<file path="src/rtl/core/tsge_pkg.sv">
// Shared types and constants of the touch scroll gesture engine.
package tsge_pkg;

    localparam int GLIDE_W = 19;   // signed Q10.8 glide velocity
    localparam int MOVE_W  = 10;   // signed move component
    localparam int POS_W   = 15;   // unsigned position
    localparam int CFG_W   = 17;   // widest configuration register

    typedef enum logic [2:0] {
        OP_SLOT  = 3'd0,
        OP_TRACK = 3'd1,
        OP_X     = 3'd2,
        OP_Y     = 3'd3,
        OP_OTHER = 3'd4,
        OP_KEY   = 3'd5,
        OP_TICK  = 3'd6
    } t_op;

    typedef enum logic [1:0] {
        ACT_DOWN = 2'd0,
        ACT_MOVE = 2'd1,
        ACT_UP   = 2'd2
    } t_action;

    typedef enum logic [1:0] {
        MODE_IDLE    = 2'd0,
        MODE_PENDING = 2'd1,
        MODE_SCROLL  = 2'd2,
        MODE_GLIDE   = 2'd3
    } t_mode;

    typedef enum logic [2:0] {
        CFG_VTH      = 3'd0,
        CFG_HTH      = 3'd1,
        CFG_MAXSTEP  = 3'd2,
        CFG_TIMEOUT  = 3'd3,
        CFG_COOLDOWN = 3'd4,
        CFG_INTERVAL = 3'd5,
        CFG_DECAY    = 3'd6,
        CFG_MINSPEED = 3'd7
    } t_cfg_idx;

    typedef enum logic [3:0] {
        ST_IDLE,
        ST_EVENT,
        ST_EVAL,
        ST_SUM,
        ST_DIV,
        ST_DIVEND,
        ST_SQ_LIFT,
        ST_CMP_LIFT,
        ST_MUL,
        ST_DECAY,
        ST_SQ_GLIDE,
        ST_CMP_GLIDE,
        ST_OUT
    } t_state;

    typedef struct packed {
        t_action                   action;
        logic signed [MOVE_W-1:0]  mx;
        logic signed [MOVE_W-1:0]  my;
    } t_res;

    // Controller to datapath commands
    typedef struct packed {
        logic load;
        logic event_go;
        logic eval;
        logic sum;
        logic div;
        logic div_end;
        logic mul;
        logic decay_end;
        logic sq;
        logic lift_fin;
        logic glide_fin;
        logic pop;
    } t_dp_cmd;

    // Datapath to controller status
    typedef struct packed {
        logic need_lift;
        logic need_decay;
        logic div_last;
        logic res_pending;
    } t_dp_st;

endpackage

</file>
<file path="src/rtl/core/tsge_ctrl.sv">
// Sequencer of the gesture engine: steps one event through the datapath.
module tsge_ctrl
    import tsge_pkg::*;
(
    input  logic    i_clk,
    input  logic    i_rst_n,
    input  logic    i_in_valid,
    output logic    o_in_ready,
    output logic    o_out_valid,
    input  logic    i_out_ready,
    input  t_dp_st  i_st,
    output t_dp_cmd o_cmd
);

    t_state r_state, n_state;

    // state register
    always_ff @(posedge i_clk) begin
        if (!i_rst_n) begin
            r_state <= ST_IDLE;
        end else begin
            r_state <= n_state;
        end
    end

    // next state and commands
    always_comb begin
        n_state     = r_state;
        o_cmd       = '0;
        o_in_ready  = 1'b0;
        o_out_valid = 1'b0;
        unique case (r_state)
            ST_IDLE: begin
                o_in_ready = 1'b1;
                if (i_in_valid) begin
                    o_cmd.load = 1'b1;
                    n_state    = ST_EVENT;
                end
            end
            ST_EVENT: begin
                o_cmd.event_go = 1'b1;
                if (i_st.need_lift) begin
                    n_state = ST_SUM;
                end else if (i_st.need_decay) begin
                    n_state = ST_MUL;
                end else begin
                    n_state = ST_EVAL;
                end
            end
            ST_EVAL: begin
                o_cmd.eval = 1'b1;
                n_state    = ST_OUT;
            end
            ST_SUM: begin
                o_cmd.sum = 1'b1;
                n_state   = ST_DIV;
            end
            ST_DIV: begin
                o_cmd.div = 1'b1;
                if (i_st.div_last) begin
                    n_state = ST_DIVEND;
                end
            end
            ST_DIVEND: begin
                o_cmd.div_end = 1'b1;
                n_state       = ST_SQ_LIFT;
            end
            ST_SQ_LIFT: begin
                o_cmd.sq = 1'b1;
                n_state  = ST_CMP_LIFT;
            end
            ST_CMP_LIFT: begin
                o_cmd.lift_fin = 1'b1;
                n_state        = ST_OUT;
            end
            ST_MUL: begin
                o_cmd.mul = 1'b1;
                n_state   = ST_DECAY;
            end
            ST_DECAY: begin
                o_cmd.decay_end = 1'b1;
                n_state         = ST_SQ_GLIDE;
            end
            ST_SQ_GLIDE: begin
                o_cmd.sq = 1'b1;
                n_state  = ST_CMP_GLIDE;
            end
            ST_CMP_GLIDE: begin
                o_cmd.glide_fin = 1'b1;
                n_state         = ST_OUT;
            end
            ST_OUT: begin
                o_out_valid = i_st.res_pending;
                o_cmd.pop   = i_st.res_pending && i_out_ready;
                if (!i_st.res_pending) begin
                    n_state = ST_IDLE;
                end
            end
            default: n_state = ST_IDLE;
        endcase
    end

    // input and output beats never overlap
    a_no_overlap: assert property (@(posedge i_clk) disable iff (!i_rst_n)
        !(o_in_ready && o_out_valid)) else $error("input and output both open");

    // an accepted beat is always processed next cycle
    a_accept_event: assert property (@(posedge i_clk) disable iff (!i_rst_n)
        (i_in_valid && o_in_ready) |=> (r_state == ST_EVENT))
        else $error("accepted beat not processed");

endmodule

</file>
<file path="config.mk">
export PLATFORM = sky130hd
export DESIGN_NAME = tsge_ctrl
export DESIGN_NICKNAME = d
export VERILOG_FILES = /design/src/rtl/core/tsge_pkg.sv /design/src/rtl/core/tsge_ctrl.sv
export SDC_FILE = /design/constraint.sdc
export NUM_CORES = 1
export LEC_CHECK = 0
export BUFFER_PORTS_ARGS = -buffer_cell sky130_fd_sc_hd__buf_4
export CAP_MARGIN = 20
export CORE_AREA = 3 3 40 42
export CTS_BUF_LIST = sky130_fd_sc_hd__clkbuf_8
export DETAILED_ROUTE_END_ITERATION = 7
export DIE_AREA = 0 0 43 45
export PLACE_DENSITY_LB_ADDON = 0.08
export SYNTH_ARGS = -nofsm -noshare
export SYNTH_HDL_FRONTEND = slang
export SYNTH_SLANG_ARGS = --single-unit
</file>
<file path="constraint.sdc">
create_clock -name i_clk -period 2.2 [get_ports i_clk]
set_input_delay 0.22 -clock i_clk [delete_from_list [all_inputs] [get_ports i_clk]]
set_output_delay 0.22 -clock i_clk [all_outputs]
set_load 0.03 [all_outputs]
</file>
==> flow_summary.ini, run 1 <==
[global_route]
antenna_found_initial = 0
grt_pass1_wl_mm = 1.876
grt_max_degree = 17
grt_usage_pct = 12.56
grt_pass1_vias = 430
grt-ovfl-total = 0

[worst_setup_path]
rr_endpoint = r_state[0]
reg2reg_slack_ns = 0.79
cp_max_fo = 16
critPathSlowestCell = dfxtp_1
arrival_ns = 1.53
critPathMaxStageDelay_ns = 0.64
r2r-start = r_state[1]
criticalPathCategory = reg -> out
required_ns = 1.98
endpoint_kind = output pin
worst_r2r_path_depth = 4
crit_path_cell_trace = nand2b_1 > nor3_2 > and2_1 > buf_4
startpoint_type = flip-flop

[cells_and_area]
layout.cells.non_filler = 91
seq_area_sq_um = 80.08
fill_cells = 145
nNetsFinal = 86
syn_to_final_growth_pct = 46.86
reg_top3 = r_state: 4 flops
regMostFlops = r_state
largest_register_ff_count = 4
fin_util_pct = 45.47
drive_above_1_share_pct = 39.47
multi_input_area_sq_um = 271.5
num_antenna_cells = 0

[detailed_routing]
ant_nets = 0
drt_iter0_drc = 14
vias = 468
vias_per_cell = 5.143
first_pass_iters = 4
drc_errors = 0
wire_per_inst_um = 11.31
wirelength_mm = 1.029

[clock_network]
cts_sinks = 4
cts_setup_buffers = 0
numCtsBuffers = 3
cts_tree = yes
ctsResizeCount = 0
clock_path_buffers = 2
clkTransAtPathRegs_ns = 0.03
holdBufCountCts = 0
worstSkewPairLatency_ns = 0.21
cts_root_buf = clkbuf_8
htreeDepth = 1

[pwr]
power_leakage_nw = 0.2693
power_density_nw_per_um2 = 1475
totalPowerFinal_mw = 0.8621
ir_drop_mv = 0.5089

[placed_design]
pre_cts_ws_ns = 0.6808
globalplace.congestion = 0.7138
io_buffers = 21
dp_cells = 88
hpwl_um = 775.1

[synth]
ys_ff_latch = 4
synth_fa_ha_area_share_pct = 0
synth.area.top_cells = dfxtp_1 20%, nor2_1 8.5%, nand2b_1 7.9%
synthCells = 57
yosysTopAreaCell = dfxtp_1
synth_compound_area_share_pct = 19.18
synth_cell_types = 25
syn_avg_cell_area_sq_um = 6.980
netlist_area_sq_um = 397.9
synth_xor_area_share_pct = 2.201
muxShareOfSynthArea_pct = 2.516
seq_area_frac_synth_pct = 20.13
synth_top_area_share_pct = 20.13
synth_top_family_by_area = simple AND/OR/NAND/NOR gates
ys.warnings.count = 0
yosys.area_share.simple_pct = 44.34
synth_nets = 65

[floorplan]
rows = 13
die_h_um = 45
fp.dieW_um = 43
die_area_sq_um = 1935
ios = 22
design.core.area_sq_um = 1285
start_util_pct = 30.96

[job]
cap_violations = 0

[timing]
rsz0062_at_grt = false
finalCriticalPeriod_ns = 1.751
finalSetupViolations = 0
relSlewSlack_pct = 64.99
fin_ws_ns = 0.4492
final.setup.tns_ns = 0
fmax_mhz = 571.2
finClkSkew_ns = 0.003092
finalMaxSlewViolations = 0
min_period_over_period_pct = 79.58
worstMarginPinSlew_ns = 0.5244
hold_viol = 0

[worst_hold_path]
hold_depth = 2
hp-class = in -> reg
hold_path_startpoint = i_rst_n
whs_endpoint = r_state[2]

[status]
status = finished, final reports clean
[power by group]
| part | switching (mW) | internal [mW] |
|---|---|---|
| registers | 0.109 | 0.103 |
| logic | 0.280 | 0.221 |
| clock network | 0.0340 | 0.116 |
[worst max-delay path: cells and delay by family (launching register included)]
kind,cells,cell delay (ns)
flops,1,0.64
simple gates,3,0.52
buf+inv,1,0.15
[metal layers]
| metal | GRT usage [%] | part of all wire, % | vias up |
|---|---|---|---|
| met4 | 3.614 | 0 | 0 |
| met5 | 0 | 0 | - |
| met1 | 15.87 | 48 | 210 |
| li1 | - | - | 240 |
| met3 | 4.781 | 9.2 | 0 |
| met2 | 20.06 | 43 | 18 |
[cells in the mapped netlist (all sizes together)]
cell type,number
inv,2
xor2,1
nor3,7
a21oi,4
mux2i,1
dfxtp,4
and2,3
a22oi,2
o22ai,1
o221ai,1
nor2,9
buf,6
o21ai,2
o311ai,1
nor4,1
or3,1
and3,2
nand2b,6
o21bai,1
nand2,2
[cell usage in the layout (no fill, tap or decap)]
cell type  count
a21oi_1        4
a22oi_1        2
and2_1         3
and3_1         2
buf_4         22
clkbuf_8       3
dfxtp_1        4
inv_2          2
mux2i_1        1
nand2_1        2
nand2b_1       5
nand2b_4       1
nor2_1         9
nor3_1         6
nor3_2         1
nor4_2         1
o21ai_0        1
o21ai_1        1
o21bai_1       1
o221ai_1       1
o22ai_1        1
o311ai_1       1
or3_1          1
xor2_1         1
[area by class of cell]
type                    instances  area share, %
multi-input cells              45          46.47
clock buffers                   3          7.066
inverters                       2          1.285
repair buffers                 22          28.27
well taps                      15          3.212
flip-flops and latches          4          13.70
[kinds of logic after synthesis]
kind of cell,after synthesis
AND/OR/NAND/NOR,31
AO/OA/AOI/OAI,12
buffers and inverters,8
flip-flops,4
XOR/XNOR,1
multiplexers,1
[how the worst max path moves through the flow]
stage,startpoint,endpoint,cells after the start,slack (ns)
final,r_state[3],o_cmd[0],4,0.45
after global placement,r_state[3],o_cmd[0],4,0.71
after detailed placement,r_state[3],o_cmd[0],4,0.68
after global routing,r_state[3],o_cmd[0],4,0.25
after floorplan,r_state[0],o_cmd[11],3,0.44
after CTS,r_state[3],o_cmd[0],4,0.45
[metrics by stage]
step                hold slack (ns)  cell area, sq um
floorplan                    0.3417             397.9
global placement             0.4596             543.0
detailed placement           0.4624             543.0
CTS                          0.2418             584.3
global route                 0.2465             584.3
finish                       0.2443             584.3
Note: power is estimated with default switching activity, not from simulation.
==> inputs of run 2 (changes only) <==
==> constraint.sdc (replaced) <==
create_clock -name i_clk -period 1.4 [get_ports i_clk]
set_input_delay 0.14 -clock i_clk [delete_from_list [all_inputs] [get_ports i_clk]]
set_output_delay 0.14 -clock i_clk [all_outputs]
set_load 0.03 [all_outputs]
==> run 2 against run 1 <==
  * The run now ends with negative setup slack left
  * Hold slack got worse by 0.077 ns
  * Critical path type unchanged
  * Non-clock buffer count increased by 9
  * Total power is 91% higher
  * Routed wire length up 7.7%
  * Critical path depth unchanged
  * Global-route usage fell by 0.65 points
  * Register-to-register slack got worse by 0.67 ns
  * Combinational power grew 120%
  * Flip-flop and latch count is the same
  * Setup slack worse by 0.46 ns
  * Cell count increased by 9.9%
  * Sequential share of layout area fell by 0.86 points
==> flow_summary.ini, run 2 (synthesis gave the netlist of run 1 again) <==
[clock_network]
htreeDepth = 1
numCtsBuffers = 3
cts_sinks = 4
holdBufCountCts = 0
worstSkewPairLatency_ns = 0.21
clkTransAtPathRegs_ns = 0.03
cts_tree = yes
cts_root_buf = clkbuf_8
clock_path_buffers = 2

[worst_setup_path]
criticalPathCategory = reg -> out
cp_max_fo = 11
arrival_ns = 1.27
endpoint_kind = output pin
startpoint_type = flip-flop
required_ns = 1.26

[cells_and_area]
fill_cells = 135
fin_util_pct = 56.09
num_antenna_cells = 0
layout.cells.non_filler = 100
nNetsFinal = 95
syn_to_final_growth_pct = 81.13
drive_above_1_share_pct = 56.47
largest_register_ff_count = 4
regMostFlops = r_state
final_common_cell = buf_4
final_cell_mix = 26 x buf_4, 9 x nor2_1, 5 x buf_6
reg_top3 = r_state: 4 flops

[status]
failed_checks = negative setup slack
status = finished with violations

[floorplan]
ios = 22
die_area_sq_um = 1935
rows = 13
start_util_pct = 30.96
fp.dieW_um = 43
design.core.area_sq_um = 1285
die_h_um = 45

[pwr]
pwr-share-seq_pct = 17.8
power_leakage_nw = 0.3437
comb_power_share_pct = 67.6
switching_share_pct = 45.25
power_density_nw_per_um2 = 2281
p_int_mw = 0.9001
clkPwrFrac_pct = 14.6
ir_drop_mv = 0.9234
p_switching_mw = 0.7440

[placed_design]
globalplace.congestion = 0.7950
pre_cts_ws_ns = 0.06075
io_buffers = 21
dp_cells = 93
hpwl_um = 867.1

[timing]
worstMarginPinSlew_ns = 0.2439
min_period_over_period_pct = 100.9
finalMaxSlewViolations = 0
fin_ws_ns = -0.01262
relSlewSlack_pct = 83.49
hold_slack_ns = 0.1674
fmax_mhz = 707.9
finClkSkew_ns = 0.002150
rsz0062_at_grt = true
hold_viol = 0
finalSetupViolations = 1
finalCriticalPeriod_ns = 1.413

[detailed_routing]
vias = 489
drc_errors = 0
ant_nets = 0
drt_iter0_drc = 4
wire_per_inst_um = 11.08
wirelength_mm = 1.108
first_pass_iters = 3
vias_per_cell = 4.890

[global_route]
grt_max_degree = 12
grt_pass1_vias = 421
grt_usage_pct = 11.92
antenna_found_initial = 0
grtUsageMet1_pct = 14.98
use_met3_pct = 6.375
grt_use_met2_pct = 19.46
grt-busiest-layer = met2
grt-ovfl-total = 0
grt_pass1_wl_mm = 1.794

[worst_hold_path]
hp-class = in -> reg

[job]
cap_violations = 0
## run 2: changes by cell type in the layout (fill, tap and decap cells not counted), sizes merged
| cell | previous run | this run |
|---|---|---|
| buf | 22 | 31 |
## run 2: what timing repair did
item,4_1_cts,5_1_grt
setup buffers,0,4
gates resized for setup,4,12
pin swaps,0,4
endpoints found under the setup margin,9,8
## run 2: power by group through the flow
| stage | combinational, mW | clock (mW) | sequential (mW) |
|---|---|---|---|
| 6_report | 1.11 | 0.239 | 0.293 |
| 5_1_grt | 1.21 | 0.255 | 0.307 |
| 4_1_cts | 1.02 | 0.243 | 0.264 |
| 3_5_place_dp | 1.01 | 0 | 0.254 |
| 3_3_place_gp | 1.02 | 0 | 0.256 |
| 2_1_floorplan | 0.796 | 0 | 0.182 |
## run 2: worst max-delay path: stages (launching register included)
cell	delay, ns
dfxtp_4	0.39
nand2b_2	0.23
nor3_4	0.15
and2_4	0.17
buf_6	0.12
## run 2: layout make-up
cell class | count | area (sq um) | share of cell area [%]
Tap cell | 15 | 18.77 | 2.604
Timing Repair Buffer | 31 | 251.5 | 34.90
Multi-Input combinational cell | 45 | 309.0 | 42.88
Clock buffer | 3 | 41.29 | 5.729
Sequential cell | 4 | 92.59 | 12.85
Inverter | 2 | 7.507 | 1.042
## run 2: worst paths after layout
check | start | to | slack [ns] | cells past startpoint
worst max-delay path | r_state[0] | o_cmd[0] | -0.01 | 4
worst min-delay path | i_rst_n | r_state[2] | 0.17 | 2
worst max register to register | r_state[2] | r_state[2] | 0.12 | 6
worst min register to register | r_state[2] | r_state[3] | 0.58 | 2
## run 2: metal layers
| metal | up-vias | wire (um) | part of all wire, % |
|---|---|---|---|
| met5 | - | 0 | 0 |
| met4 | 0 | 0 | 0 |
| met3 | 0 | 95 | 8.6 |
| met2 | 17 | 525 | 47 |
| met1 | 218 | 486 | 44 |
| li1 | 254 | - | - |
## run 2: through the flow
| stage | cell area, sq um | total power, mW | TNS [ns] |
|---|---|---|---|
| final | 720.7 | 1.644 | -0.01262 |
| after global routing | 720.7 | 1.768 | -0.1632 |
| after CTS | 649.4 | 1.528 | -0.03219 |
| after detailed placement | 600.6 | 1.267 | 0 |
| after global placement | 600.6 | 1.273 | 0 |
| after floorplan | 417.9 | 0.9776 | -0.1624 |
